### src/hdl/lpwd_pkg.sv
package lpwd_pkg;

  // Parser phases
  localparam logic [1:0] PH_FIRST   = 2'd0;
  localparam logic [1:0] PH_EXTRA   = 2'd1;
  localparam logic [1:0] PH_PAYLOAD = 2'd2;
  localparam logic [1:0] PH_ERROR   = 2'd3;

  // Result kinds (out_tuser)
  localparam logic [1:0] KIND_PAYLOAD = 2'd0;
  localparam logic [1:0] KIND_END     = 2'd1;
  localparam logic [1:0] KIND_ERROR   = 2'd2;

  // Error codes
  localparam logic ERR_TOO_LONG  = 1'b0;
  localparam logic ERR_TOO_MANY  = 1'b1;

  // Config register indexes
  localparam logic REG_MAX_WORD_LEN = 1'b0;
  localparam logic REG_MAX_WORDS    = 1'b1;

  localparam logic [15:0] MAX_WORD_LEN_RST = 16'd1024;
  localparam logic [7:0]  MAX_WORDS_RST    = 8'd64;

  localparam int IN_TDATA_W  = 8;
  localparam int OUT_TDATA_W = 32;
  localparam int CFG_DATA_W  = 16;

  typedef struct packed {
    logic [1:0] kind;
    logic [7:0] payload;
    logic [7:0] word_index;
    logic       last_in_word;
    logic [7:0] word_total;
    logic       error_code;
  } res_t;

endpackage

### src/hdl/length_prefixed_word_deframer.sv
// Channel | ports  | tdata (low bit up)                              | tuser     | tlast
// in      | in_t*  | data_byte[7:0]                                  | restart   | -
// out     | out_t* | payload, word_index, word_total, error_code, 0s | kind[1:0] | last_in_word
// cfg     | cfg_*  | index 0 max_word_len, index 1 max_words         | -         | -
//
// One byte per cycle: each byte is decoded in one pass from the parser registers
// into the result register, and the result is valid in the cycle after the input transfer.
// Restart and error-phase bytes give no result; a prefix byte gives at most END or ERROR.
// Input stalls only while a held result is not taken (in_tready = !valid || out_tready).
// Reset (rst_n low, synchronous) clears the parser, drops out_tvalid and loads
// max_word_len = 1024, max_words = 64.
module length_prefixed_word_deframer (
  input  logic                               clk,
  input  logic                               rst_n,
  // config write port
  input  logic                               cfg_we,
  input  logic                               cfg_addr,
  input  logic [lpwd_pkg::CFG_DATA_W-1:0]    cfg_wdata,
  // input stream
  input  logic                               in_tvalid,
  output logic                               in_tready,
  input  logic [lpwd_pkg::IN_TDATA_W-1:0]    in_tdata,   // data_byte[7:0]
  input  logic                               in_tuser,   // restart
  // result stream
  output logic                               out_tvalid,
  input  logic                               out_tready,
  output logic [lpwd_pkg::OUT_TDATA_W-1:0]   out_tdata,  // payload[7:0], word_index[15:8],
                                                         // word_total[23:16], error_code[24]
  output logic [1:0]                         out_tuser,  // kind[1:0]
  output logic                               out_tlast   // last_in_word
);

  // config registers
  logic [15:0] max_word_len_r;
  logic [7:0]  max_words_r;

  // parser state
  logic [1:0]  phase_r,        phase_nxt;
  logic [2:0]  prefix_left_r,  prefix_left_nxt;
  logic [31:0] length_acc_r,   length_acc_nxt;
  logic [15:0] payload_left_r, payload_left_nxt;
  logic [7:0]  word_count_r,   word_count_nxt;

  // result register
  logic             out_valid_r;
  lpwd_pkg::res_t   res_r, res_nxt;
  logic             res_vld;

  logic        in_xfer;
  logic [7:0]  b;
  logic        len_done;
  logic [31:0] len_val;
  logic        pay_last;

  assign in_tready = !out_valid_r || out_tready;
  assign in_xfer   = in_tvalid && in_tready;
  assign b         = in_tdata;

  always_ff @(posedge clk) begin
    if (!rst_n) begin
      max_word_len_r <= lpwd_pkg::MAX_WORD_LEN_RST;
      max_words_r    <= lpwd_pkg::MAX_WORDS_RST;
    end else if (cfg_we) begin
      unique case (cfg_addr)
        lpwd_pkg::REG_MAX_WORD_LEN: max_word_len_r <= cfg_wdata;
        lpwd_pkg::REG_MAX_WORDS:    max_words_r    <= cfg_wdata[7:0];
        default: ;
      endcase
    end
  end

  // Next parser state and result for the byte at the input
  always_comb begin
    phase_nxt        = phase_r;
    prefix_left_nxt  = prefix_left_r;
    length_acc_nxt   = length_acc_r;
    payload_left_nxt = payload_left_r;
    word_count_nxt   = word_count_r;
    res_nxt          = '0;
    res_vld          = 1'b0;
    len_done         = 1'b0;
    len_val          = {length_acc_r[23:0], b};
    pay_last         = (payload_left_r <= 16'd1);

    if (in_tuser) begin
      phase_nxt        = lpwd_pkg::PH_FIRST;
      prefix_left_nxt  = '0;
      length_acc_nxt   = '0;
      payload_left_nxt = '0;
      word_count_nxt   = '0;
    end else begin
      unique case (phase_r)
        lpwd_pkg::PH_FIRST: begin
          if (!b[7]) begin
            len_val  = {24'd0, b};
            len_done = 1'b1;
          end else begin
            phase_nxt = lpwd_pkg::PH_EXTRA;
            if (b[6] == 1'b0) begin
              length_acc_nxt  = {26'd0, b[5:0]};
              prefix_left_nxt = 3'd1;
            end else if (b[5] == 1'b0) begin
              length_acc_nxt  = {27'd0, b[4:0]};
              prefix_left_nxt = 3'd2;
            end else if (b[4] == 1'b0) begin
              length_acc_nxt  = {28'd0, b[3:0]};
              prefix_left_nxt = 3'd3;
            end else begin
              // 1111xxxx: low bits dropped, four length bytes follow
              length_acc_nxt  = '0;
              prefix_left_nxt = 3'd4;
            end
          end
        end
        lpwd_pkg::PH_EXTRA: begin
          length_acc_nxt  = len_val;
          prefix_left_nxt = prefix_left_r - 3'd1;
          len_done        = (prefix_left_r == 3'd1);
        end
        lpwd_pkg::PH_PAYLOAD: begin
          res_vld              = 1'b1;
          res_nxt.kind         = lpwd_pkg::KIND_PAYLOAD;
          res_nxt.payload      = b;
          res_nxt.word_index   = word_count_r;
          res_nxt.last_in_word = pay_last;
          if (pay_last) begin
            payload_left_nxt = '0;
            word_count_nxt   = word_count_r + 8'd1;
            phase_nxt        = lpwd_pkg::PH_FIRST;
          end else begin
            payload_left_nxt = payload_left_r - 16'd1;
          end
        end
        lpwd_pkg::PH_ERROR: ;
        default: ;
      endcase

      // length fully assembled
      if (len_done) begin
        length_acc_nxt = len_val;
        if (len_val == 32'd0) begin
          res_vld            = 1'b1;
          res_nxt.kind       = lpwd_pkg::KIND_END;
          res_nxt.word_total = word_count_r;
          phase_nxt          = lpwd_pkg::PH_FIRST;
          prefix_left_nxt    = '0;
          length_acc_nxt     = '0;
          payload_left_nxt   = '0;
          word_count_nxt     = '0;
        end else if (word_count_r >= max_words_r) begin
          // too many words wins over too long
          res_vld            = 1'b1;
          res_nxt.kind       = lpwd_pkg::KIND_ERROR;
          res_nxt.error_code = lpwd_pkg::ERR_TOO_MANY;
          phase_nxt          = lpwd_pkg::PH_ERROR;
        end else if (len_val >= {16'd0, max_word_len_r}) begin
          res_vld            = 1'b1;
          res_nxt.kind       = lpwd_pkg::KIND_ERROR;
          res_nxt.error_code = lpwd_pkg::ERR_TOO_LONG;
          phase_nxt          = lpwd_pkg::PH_ERROR;
        end else begin
          payload_left_nxt = len_val[15:0];
          phase_nxt        = lpwd_pkg::PH_PAYLOAD;
        end
      end
    end
  end

  always_ff @(posedge clk) begin
    if (!rst_n) begin
      phase_r        <= lpwd_pkg::PH_FIRST;
      prefix_left_r  <= '0;
      length_acc_r   <= '0;
      payload_left_r <= '0;
      word_count_r   <= '0;
      out_valid_r    <= 1'b0;
    end else begin
      if (in_xfer) begin
        phase_r        <= phase_nxt;
        prefix_left_r  <= prefix_left_nxt;
        length_acc_r   <= length_acc_nxt;
        payload_left_r <= payload_left_nxt;
        word_count_r   <= word_count_nxt;
        out_valid_r    <= res_vld;
      end else if (out_tready) begin
        out_valid_r    <= 1'b0;
      end
    end
  end

  // result payload, loaded only when a new result is produced
  always_ff @(posedge clk) begin
    if (in_xfer && res_vld) begin
      res_r <= res_nxt;
    end
  end

  assign out_tvalid = out_valid_r;
  assign out_tdata  = {7'd0, res_r.error_code, res_r.word_total,
                       res_r.word_index, res_r.payload};
  assign out_tuser  = res_r.kind;
  assign out_tlast  = res_r.last_in_word;

endmodule

### config.mk
export PLATFORM = sky130hd
export DESIGN_NAME = length_prefixed_word_deframer
export DESIGN_NICKNAME = d
export VERILOG_FILES = /design/src/hdl/lpwd_pkg.sv /design/src/hdl/length_prefixed_word_deframer.sv
export SDC_FILE = /design/constraint.sdc
export NUM_CORES = 1
export LEC_CHECK = 0
export CAP_MARGIN = 30
export CELL_PAD_IN_SITES_DETAIL_PLACEMENT = 0
export CELL_PAD_IN_SITES_GLOBAL_PLACEMENT = 1
export CORE_ASPECT_RATIO = 1.5
export CORE_MARGIN = 4
export CORE_UTILIZATION = 48
export DETAILED_ROUTE_END_ITERATION = 7
export DONT_BUFFER_PORTS = 1
export GPL_TIMING_DRIVEN = 0
export PLACE_DENSITY_LB_ADDON = 0.1
export SLEW_MARGIN = 20
export SYNTH_ARGS = -nofsm -noshare
export SYNTH_HDL_FRONTEND = slang
export SYNTH_SLANG_ARGS = --single-unit
### constraint.sdc
create_clock -name clk -period 6 [get_ports clk]
set_input_delay 0.6 -clock clk [delete_from_list [all_inputs] [get_ports clk]]
set_output_delay 0.6 -clock clk [all_outputs]
set_load 0.03 [all_outputs]
Word-level counts from Yosys, hierarchy flattened
Cells that the tools add are included.

operators by class
  bitwise gates (word level) = 4
  add/subtract/negate cells = 3
  eq/ne operators = 5
  $lt $le $gt $ge = 3
  reductions and logical operators = 16
  muxes and demuxes = 55

operators by type and width
  kind                     count
  $mux W16                 7
  $mux W24                 4
  $mux W32                 3
  $pmux W24 S2             1
  $mux W8                  5
  $ge A32 B16 Y1           1
  $logic_not A32 Y1        1
  $mux W3                  7
  $mux W2                  9
  $le A16 B1 Y1 const B    1
  $sub A16 B1 Y16 const B  1
  $mux W1                  13
  $add A8 B1 Y8 const B    1
  $ge A8 B8 Y1             1
  $ne A4 B4 Y1 const B     2
  $reduce_bool A4 Y1       2
  $mux W6                  1
  $pmux W3 S2              1
  $reduce_or A3 Y1         2
  $mux W5                  1
  $mux W4                  1
  $not A1 Y1               4
  $pmux W2 S2              1
  $reduce_and A2 Y1        2
  13 further kinds         14

word-level totals
  logic and storage cells = 100
  input bits = 31
  flip-flop bits (word level) = 106

Depth between registers and ports, before layout
Gate-level depths: netlist (run 1).

  word-level depth = 10
  gate-level depth with buffers = 14

Least setup slack after synthesis (run 1)
No wires, ideal clock.

  path type = input to register
  from = input port in_tdata[7] in the netlist's numbering
  to = register res_r, in the netlist out_tdata[0] (enable)
  path slack = 1.589 ns
  arrival time = 3.979 ns
  stages = 10
  buffers on the path = 2
  path through = clkbuf_1 -> or3_1 -> buf_1 -> and2_1 -> ha_1 -> nand4_1 -> a2111o_1 -> nand4_1 -> o21ai_0 -> a31oi_1

between the ends
  word-level cells in the longest chain between the ends = 10
  elaborated cells on any way between the ends = 14

ends and longest elaborated chain
  item                     RTL line                              source
  start, declared          length_prefixed_word_deframer.sv:22   input logic [lpwd_pkg::IN_TDATA_W-1:0] in_tdata,
  $mux W32                 length_prefixed_word_deframer.sv:94   if (!b[7]) begin
  $mux W32                 length_prefixed_word_deframer.sv:92   unique case (phase_r)
  $mux W32                 length_prefixed_word_deframer.sv:85   if (in_tuser) begin
  $ge A32 B16 Y1           length_prefixed_word_deframer.sv:156  end else if (len_val >= {16'd0, max_word_len_r}) begin
  $mux W1                  length_prefixed_word_deframer.sv:156
  $mux W1                  length_prefixed_word_deframer.sv:150  end else if (word_count_r >= max_words_r) begin
  $mux W1                  length_prefixed_word_deframer.sv:141  if (len_val == 32'd0) begin
  $mux W1 (*)              length_prefixed_word_deframer.sv:139  if (len_done) begin
  $mux W1 (*)              length_prefixed_word_deframer.sv:85
  $logic_and A1 B1 Y1 (*)  length_prefixed_word_deframer.sv:193  if (in_xfer && res_vld) begin
  end signal, assigned     length_prefixed_word_deframer.sv:194  res_r <= res_nxt;
  end, declared            length_prefixed_word_deframer.sv:46   lpwd_pkg::res_t res_r, res_nxt;

Every way passes the cells marked *; elsewhere a longest branch is shown, timed or not. The select of a mux whose other input is x is not followed.
A chain may end at the register's enable or synchronous reset.

Worst setup path after layout (run 1)
  from = register phase_r[1]
  to = register payload_left_r[15]

between the ends
  word-level cells in the longest chain between the ends = 9
  elaborated cells on any way between the ends = 15

ends and longest elaborated chain
  item                    RTL line                              source
  start, declared         length_prefixed_word_deframer.sv:38   logic [1:0] phase_r, phase_nxt;
  start signal, assigned  length_prefixed_word_deframer.sv:171  phase_r <= lpwd_pkg::PH_FIRST;
  start signal, assigned  length_prefixed_word_deframer.sv:179  phase_r <= phase_nxt;
  $logic_not A2 Y1        length_prefixed_word_deframer.sv:92
  $mux W32                length_prefixed_word_deframer.sv:92
  $mux W32                length_prefixed_word_deframer.sv:85
  $ge A32 B16 Y1          length_prefixed_word_deframer.sv:156
  $mux W16                length_prefixed_word_deframer.sv:156
  $mux W16                length_prefixed_word_deframer.sv:150
  $mux W16                length_prefixed_word_deframer.sv:141
  $mux W16 (*)            length_prefixed_word_deframer.sv:139
  $mux W16 (*)            length_prefixed_word_deframer.sv:85
  end signal, assigned    length_prefixed_word_deframer.sv:182  payload_left_r <= payload_left_nxt;
  end, declared           length_prefixed_word_deframer.sv:41   logic [15:0] payload_left_r, payload_left_nxt;

Marks and branches as above.

==> metrics.txt, run 1 <==
Pwr Density=259 nW/um2; fin crit share=66.0%; Avg WL per Cell=18.9 um; status=complete, no violations; fraction of layout cells with a size suffix above 1=5.26%; Largest stage delay, worst path=830 ps; synthesized cell area=5550 um2; hold depth=2; die span in x=95.8 um; RSZ-0062 raised after global routing=false; die area=13400 um2; Critical Path RT=6260 ps; setup bufs post-CTS=0; number of global-route vias before repair=4732; drc violations=0; WS Path Type=flop to flop; GPL Wtd Cong=0.908; CORE AREA=11200 um2; post-detail-place hpwl=11700 um; Peak Freq=0.252 GHz; top_reg_cell synth=dfxtp_1; crit path max fanout=10; Final Net Count=721; flop-to-flop setup slack=2040 ps; CTS Buf Count=9; setup TNS=0 ps; area grow syn2layout=10.2%; #FFs+latches synth=106; Final Critical Period=3960 ps; CP delay by family, top=simple AND/OR/NAND/NOR gates; P_leak=2.30 nW; hold_sp=cfg_wdata[0]; I/O pin count=68; clk sinks=106; worst path bufs/invs=4; critical path startpoint category=flop; GRT Total Usage=23.6%; Seq/Total Area, Yosys=43.3%; Hold Path End=max_word_len_r[0]; Slew headroom=37.6%; Slew Viols, Final=0; # setup viols final=0; largest net degree at the start of global routing=22; maximum VDD drop=0.223 mV; Max Cap Viol=0; worst-path cell chain=clkbuf_1, or3_1, buf_1, and2_1, ha_1, a21oi_1, o211ai_1, o211ai_1, inv_1, nor4_1, buf_1, a22oi_1, o41ai_1; Initial Utilization=49.6%; Syn Area/Cell=8.64 um2; async set or reset register ratio after synthesis=0%; hold_buf cts=0; post-place instance area=5800 um2; DR iter-0 viols=281; Pre-antenna DRT Iters=6; WP data arrival=4220 ps; grt ovf=0; synth unique cells=61; Syn. warnings=0; Max Buffers Root-to-Sink=2; slowest CP cell=nor4_1; IO buf count=0; Filler cells=1079; design area=6110 um2; initial antenna violation count=0; DR vias/cell=5.94; R2R Path End=payload_left_r[15]; Fin Clk Skew=14.9 ps; RR Startpoint=phase_r[1]; Post-synth EDFFs=28; Worst-Margin Slew=927 ps; cts repair resizes=0; worst hold path type=input port to flop; Die Ht=140 um; Final ANT Viol Nets=0; worst reg-to-reg path cell count=13; Hold Vio Cnt, Final=0; H-tree depth=3; Critical Path Sink Type=flop; num rows=47; Worst-Skew Late Latency=360 ps; CTS root buffer=clkbuf_16; n_diodes=0; Clk pin slew, worst setup/hold paths=90 ps; first-pass GRT wire length=24600 um; WP depth=13; via count=4832; Total Wirelength=15400 um; CTS tree=yes; Gate Count Post-Synth=642
synth_stat cells, types with 2 or more instances:
master / number / area share [%]
o21ai_1: 2 / 0.18
o31ai_1: 4 / 0.54
or3_1: 9 / 1.0
xor2_1: 4 / 0.63
a31oi_1: 6 / 0.68
xnor2_1: 5 / 0.79
nand3_1: 18 / 1.6
and2_1: 8 / 0.90
o211a_1: 2 / 0.36
and3_1: 20 / 2.3
and4_1: 2 / 0.32
clkbuf_1: 35 / 2.4
nor2b_1: 6 / 0.68
nand3b_1: 3 / 0.41
o211ai_1: 8 / 1.1
a32oi_1: 7 / 1.1
nand4b_1: 2 / 0.32
nor3_1: 20 / 1.8
a221o_1: 3 / 0.54
a22oi_1: 29 / 3.9
buf_4: 7 / 0.95
a21oi_1: 47 / 4.2
or2_2: 3 / 0.34
nor4_1: 16 / 1.8
or4_1: 5 / 0.68
o221ai_1: 2 / 0.32
a311oi_1: 2 / 0.32
inv_1: 39 / 2.6
ha_1: 29 / 6.5
nand2_1: 68 / 4.6
a211oi_1: 3 / 0.41
nor2_1: 50 / 3.4
nand4_1: 9 / 1.0
edfxtp_1: 28 / 15
o21a_1: 4 / 0.54
nand2b_1: 10 / 1.1
o21ai_0: 23 / 2.1
o41ai_1: 2 / 0.32
dfxtp_1: 78 / 28
a41oi_1: 3 / 0.47
state kept, by name (all words and copies together), names as in the netlist:
register,cells
out_tdata,25
length_acc_r,24
max_word_len_r,16
payload_left_r,16
max_words_r,8
word_count_r,8
prefix_left_r,3
out_tuser,2
phase_r,2
out_tlast,1
out_tvalid,1
logic make-up (layout without fill, tap and decap cells):
family / count (synthesis) / after routing / share of synthesized area (%)
AO/OA/AOI/OAI: 157 / 157 / 18.7
XOR/XNOR: 9 / 9 / 1.42
adder cells (fa/ha/maj): 29 / 29 / 6.54
buffers and inverters: 84 / 102 / 6.18
flip-flops: 106 / 106 / 43.3
multiplexers: 2 / 2 / 0.384
other: 1 / 7 / 0.0676
AND/OR/NAND/NOR: 254 / 254 / 23.4
worst max path at each step:
stage                         endpoint   startpoint
floorplan                 out_tdata[0]  in_tdata[7]
global placement         out_tdata[22]  in_tdata[7]
detailed placement   payload_left_r[8]  in_tdata[7]
CTS                  payload_left_r[8]   phase_r[1]
global route         payload_left_r[8]   phase_r[1]
finish              payload_left_r[15]   phase_r[1]
cell usage in the layout (no fill, tap or decap), types with 10 or more instances in the layout:
cell / instances
o21ai_0: 23
a21oi_1: 47
ha_1: 29
dfxtp_1: 78
nor3_1: 20
nand2_1: 68
edfxtp_1: 28
nand3_1: 18
nor2_1: 50
and3_1: 20
nand2b_1: 10
a22oi_1: 29
inv_1: 39
clkbuf_1: 35
nor4_1: 16
per-layer routing:
metal | up-vias | GRT usage, % | routed length [um]
met5 | - | 0 | 0
li1 | 2367 | - | -
met2 | 156 | 39.8 | 7800
met4 | 0 | 9.30 | 450
met1 | 2274 | 28.9 | 6180
met3 | 35 | 4.75 | 924
where the power goes:
part / switching, W / internal (W) / total, W
clock: 0.000305 / 0.000298 / 0.000603
sequential: 0.0000221 / 0.000751 / 0.000773
combinational: 0.000140 / 0.0000670 / 0.000207
final cells by class:
cell class	count	area, um2	share of cell area [%]
inverter	40	150	2.46
clock inverter	7	85.1	1.39
timing repair buffer	2	31.3	0.512
multi-input combinational	458	2840	46.5
sequential	106	2400	39.3
clock buffer	9	225	3.69
buffer	44	193	3.15
tap	147	184	3.01
stage by stage:
step	utilization [%]	hold slack [ps]	std cells	total power (W)	setup WS [ps]
floorplan	-	436	648	0.000937	1590
global placement	51.5	445	795	0.000987	668
finish	54.7	367	813	0.00158	2040
CTS	54.7	370	813	0.00158	2110
detailed placement	51.9	451	797	0.000994	1810
global route	54.7	366	813	0.00164	1720
(Power assumes the default switching activity.)
==> inputs of run 2 (changes only) <==
==> constraint.sdc (replaced) <==
create_clock -name clk -period 3.65 [get_ports clk]
set_input_delay 0.365 -clock clk [delete_from_list [all_inputs] [get_ports clk]]
set_output_delay 0.365 -clock clk [all_outputs]
set_load 0.03 [all_outputs]
==> metrics.txt, run 2 (synthesized netlist as in run 1, its figures left out) <==
GPL Wtd Cong=0.916 (+0.90%); P_leak=2.33 nW (+1.2%); Placed Cells=797 (unchanged); largest net degree at the start of global routing=22 (unchanged); Max Cap Viol=0 (unchanged); IO buf count=0 (unchanged); # setup viols final=0 (unchanged); status=complete, no violations; Worst-Margin Slew=728 ps (-200 ps); drc violations=0 (unchanged); WS Path Type=flop to flop; crit path max fanout=10 (unchanged); CORE AREA=11200 um2 (unchanged); Most Crowded Layer GR=met2; critical path startpoint category=flop; commonest cells after routing, fill and taps aside=dfxtp_1 (77), nand2_1 (68), nor2_1 (50); clk sinks=106 (unchanged); Initial Utilization=49.6% (unchanged); Die Ht=140 um (unchanged); CTS Buf Count=9 (unchanged); max FFs per register=25 (unchanged); num rows=47 (unchanged); CTS tree=yes; Pre-antenna DRT Iters=5 (-1); first-pass GRT wire length=24900 um (+1.2%); Slew Viols, Final=0 (unchanged); n_diodes=0 (unchanged); setup ws final=172 ps (-1860 ps); switching pwr=0.000752 W (+61%); post-place instance area=5800 um2 (unchanged); worst hold path type=input port to flop; via count=4909 (+1.6%); fin crit share=95.3% (+29 points); setup TNS=0 ps (unchanged); Peak Freq=0.288 GHz (+14%); Net Sw Frac=29.0% (-0.49 points); H-tree depth=3 (unchanged); post-detail-place hpwl=11700 um (+0.43%); fraction of layout cells with a size suffix above 1=6.43% (+1.2 points); Avg WL per Cell=18.8 um (-0.56%); met3 usage=5.94% (+1.2 points); initial antenna violation count=0 (unchanged); Pwr Density=421 nW/um2 (+63%); number of global-route vias before repair=4824 (+1.9%); grt ovf=0 (unchanged); Final Net Count=724 (+0.42%); clock share of power=37.5% (-0.6 points); maximum VDD drop=0.323 mV (+45%); sequential cell fraction of total power=49.1% (+0.3 points); most common cell after layout, fill and taps aside=dfxtp_1; Internal Power=0.00184 W (+65%); area grow syn2layout=10.9%; Critical Path Sink Type=flop; DR iter-0 viols=297 (+5.7%); Critical Path RT=3890 ps (-2370 ps); DP Worst Slack=-330 ps (-2140 ps); GR Util met1=29.3% (+0.36 points); Comb power frac=13.4% (+0.3 points); Worst-Skew Late Latency=360 ps (about the same); WP data arrival=3720 ps (-500 ps); Max Buffers Root-to-Sink=2 (unchanged); CTS root buffer=clkbuf_16; Slew headroom=51.5% (+14 points); design area=6150 um2 (+0.72%); die span in x=95.8 um (unchanged); DR vias/cell=6.02 (+1.2%); GRT Total Usage=23.9% (+0.31 points); Hold Vio Cnt, Final=0 (unchanged); Total Wirelength=15300 um (-0.20%); die area=13400 um2 (unchanged); RSZ-0062 raised after global routing=false; Final ANT Viol Nets=0 (unchanged); Layout Utilization=55.1% (+0.39 points); Final Critical Period=3480 ps (-485 ps); Clk pin slew, worst setup/hold paths=80 ps (about the same); Finished Layout Cells=816 (+0.37%); Fin Clk Skew=12.5 ps (-2.40 ps); grt met2 use=38.5% (-1.4 points); I/O pin count=68 (unchanged)
-- run 2: cell types whose count changed in the layout (fill, tap and decap cells not counted), sizes merged --
cell	previous run	this run
clkbuf	44	42
inv	42	43
buf	11	16
clkinv	4	3
-- run 2: metrics by stage --
stage	total power, W	hold slack [ps]
after detailed placement	0.00163	448
after global routing	0.00270	135
after global placement	0.00162	446
after floorplan	0.00154	436
after CTS	0.00261	133
final	0.00259	143
-- run 2: cell type report --
| class | instances | area, um2 |
|---|---|---|
| Clock inverter | 7 | 80.1 |
| Buffer | 43 | 191 |
| Tap cell | 147 | 184 |
| Timing Repair Buffer | 6 | 73.8 |
| Inverter | 40 | 150 |
| Fill cell | 1087 | 5020 |
| Sequential cell | 106 | 2400 |
| Clock buffer | 9 | 225 |
| Multi-Input combinational cell | 458 | 2840 |
-- run 2: final timing paths --
path	startpoint	end	cells after the start	slack, ps
worst min register to register	max_word_len_r[13]	max_word_len_r[13]	2	460
worst min-delay path	cfg_wdata[2]	max_word_len_r[2]	2	140
worst max register to register	phase_r[0]	payload_left_r[8]	13	170
worst max-delay path	phase_r[0]	payload_left_r[8]	13	170
-- run 2: routing by layer --
metal | wire length (um) | up-vias
met3 | 984 | 51
met1 | 6230 | 2325
met2 | 7400 | 157
met4 | 704 | 0
li1 | - | 2376
met5 | 0 | -
-- run 2: critical path: stages, from the launching register on --
cell and delay [ps]:
dfxtp_1 390, or3_1 440, buf_2 210, and2_1 230, ha_1 330, a21oi_1 210
o211ai_1 110, o211ai_1 180, buf_4 150, inv_1 70, or3_1 380, buf_2 210
and4b_1 200, a221o_1 250
-- run 2: power by group through the flow --
stage	Sequential (W)	Combinational (W)	Clock [W]
finish	0.00127	0.000348	0.000972
global route	0.00128	0.000386	0.00104
CTS	0.00127	0.000346	0.000989
detailed placement	0.00130	0.000336	0
global placement	0.00130	0.000323	0
floorplan	0.00129	0.000249	0
-- run 2: repair_timing --
action / 4_1_cts / 5_1_grt
endpoints found under the setup margin: 32 / 27
gates resized for setup: 3 / 2
pin swaps: 2 / 0
hold buffers: 0 / 0
setup buffers: 4 / 0
cloned: 0 / 0
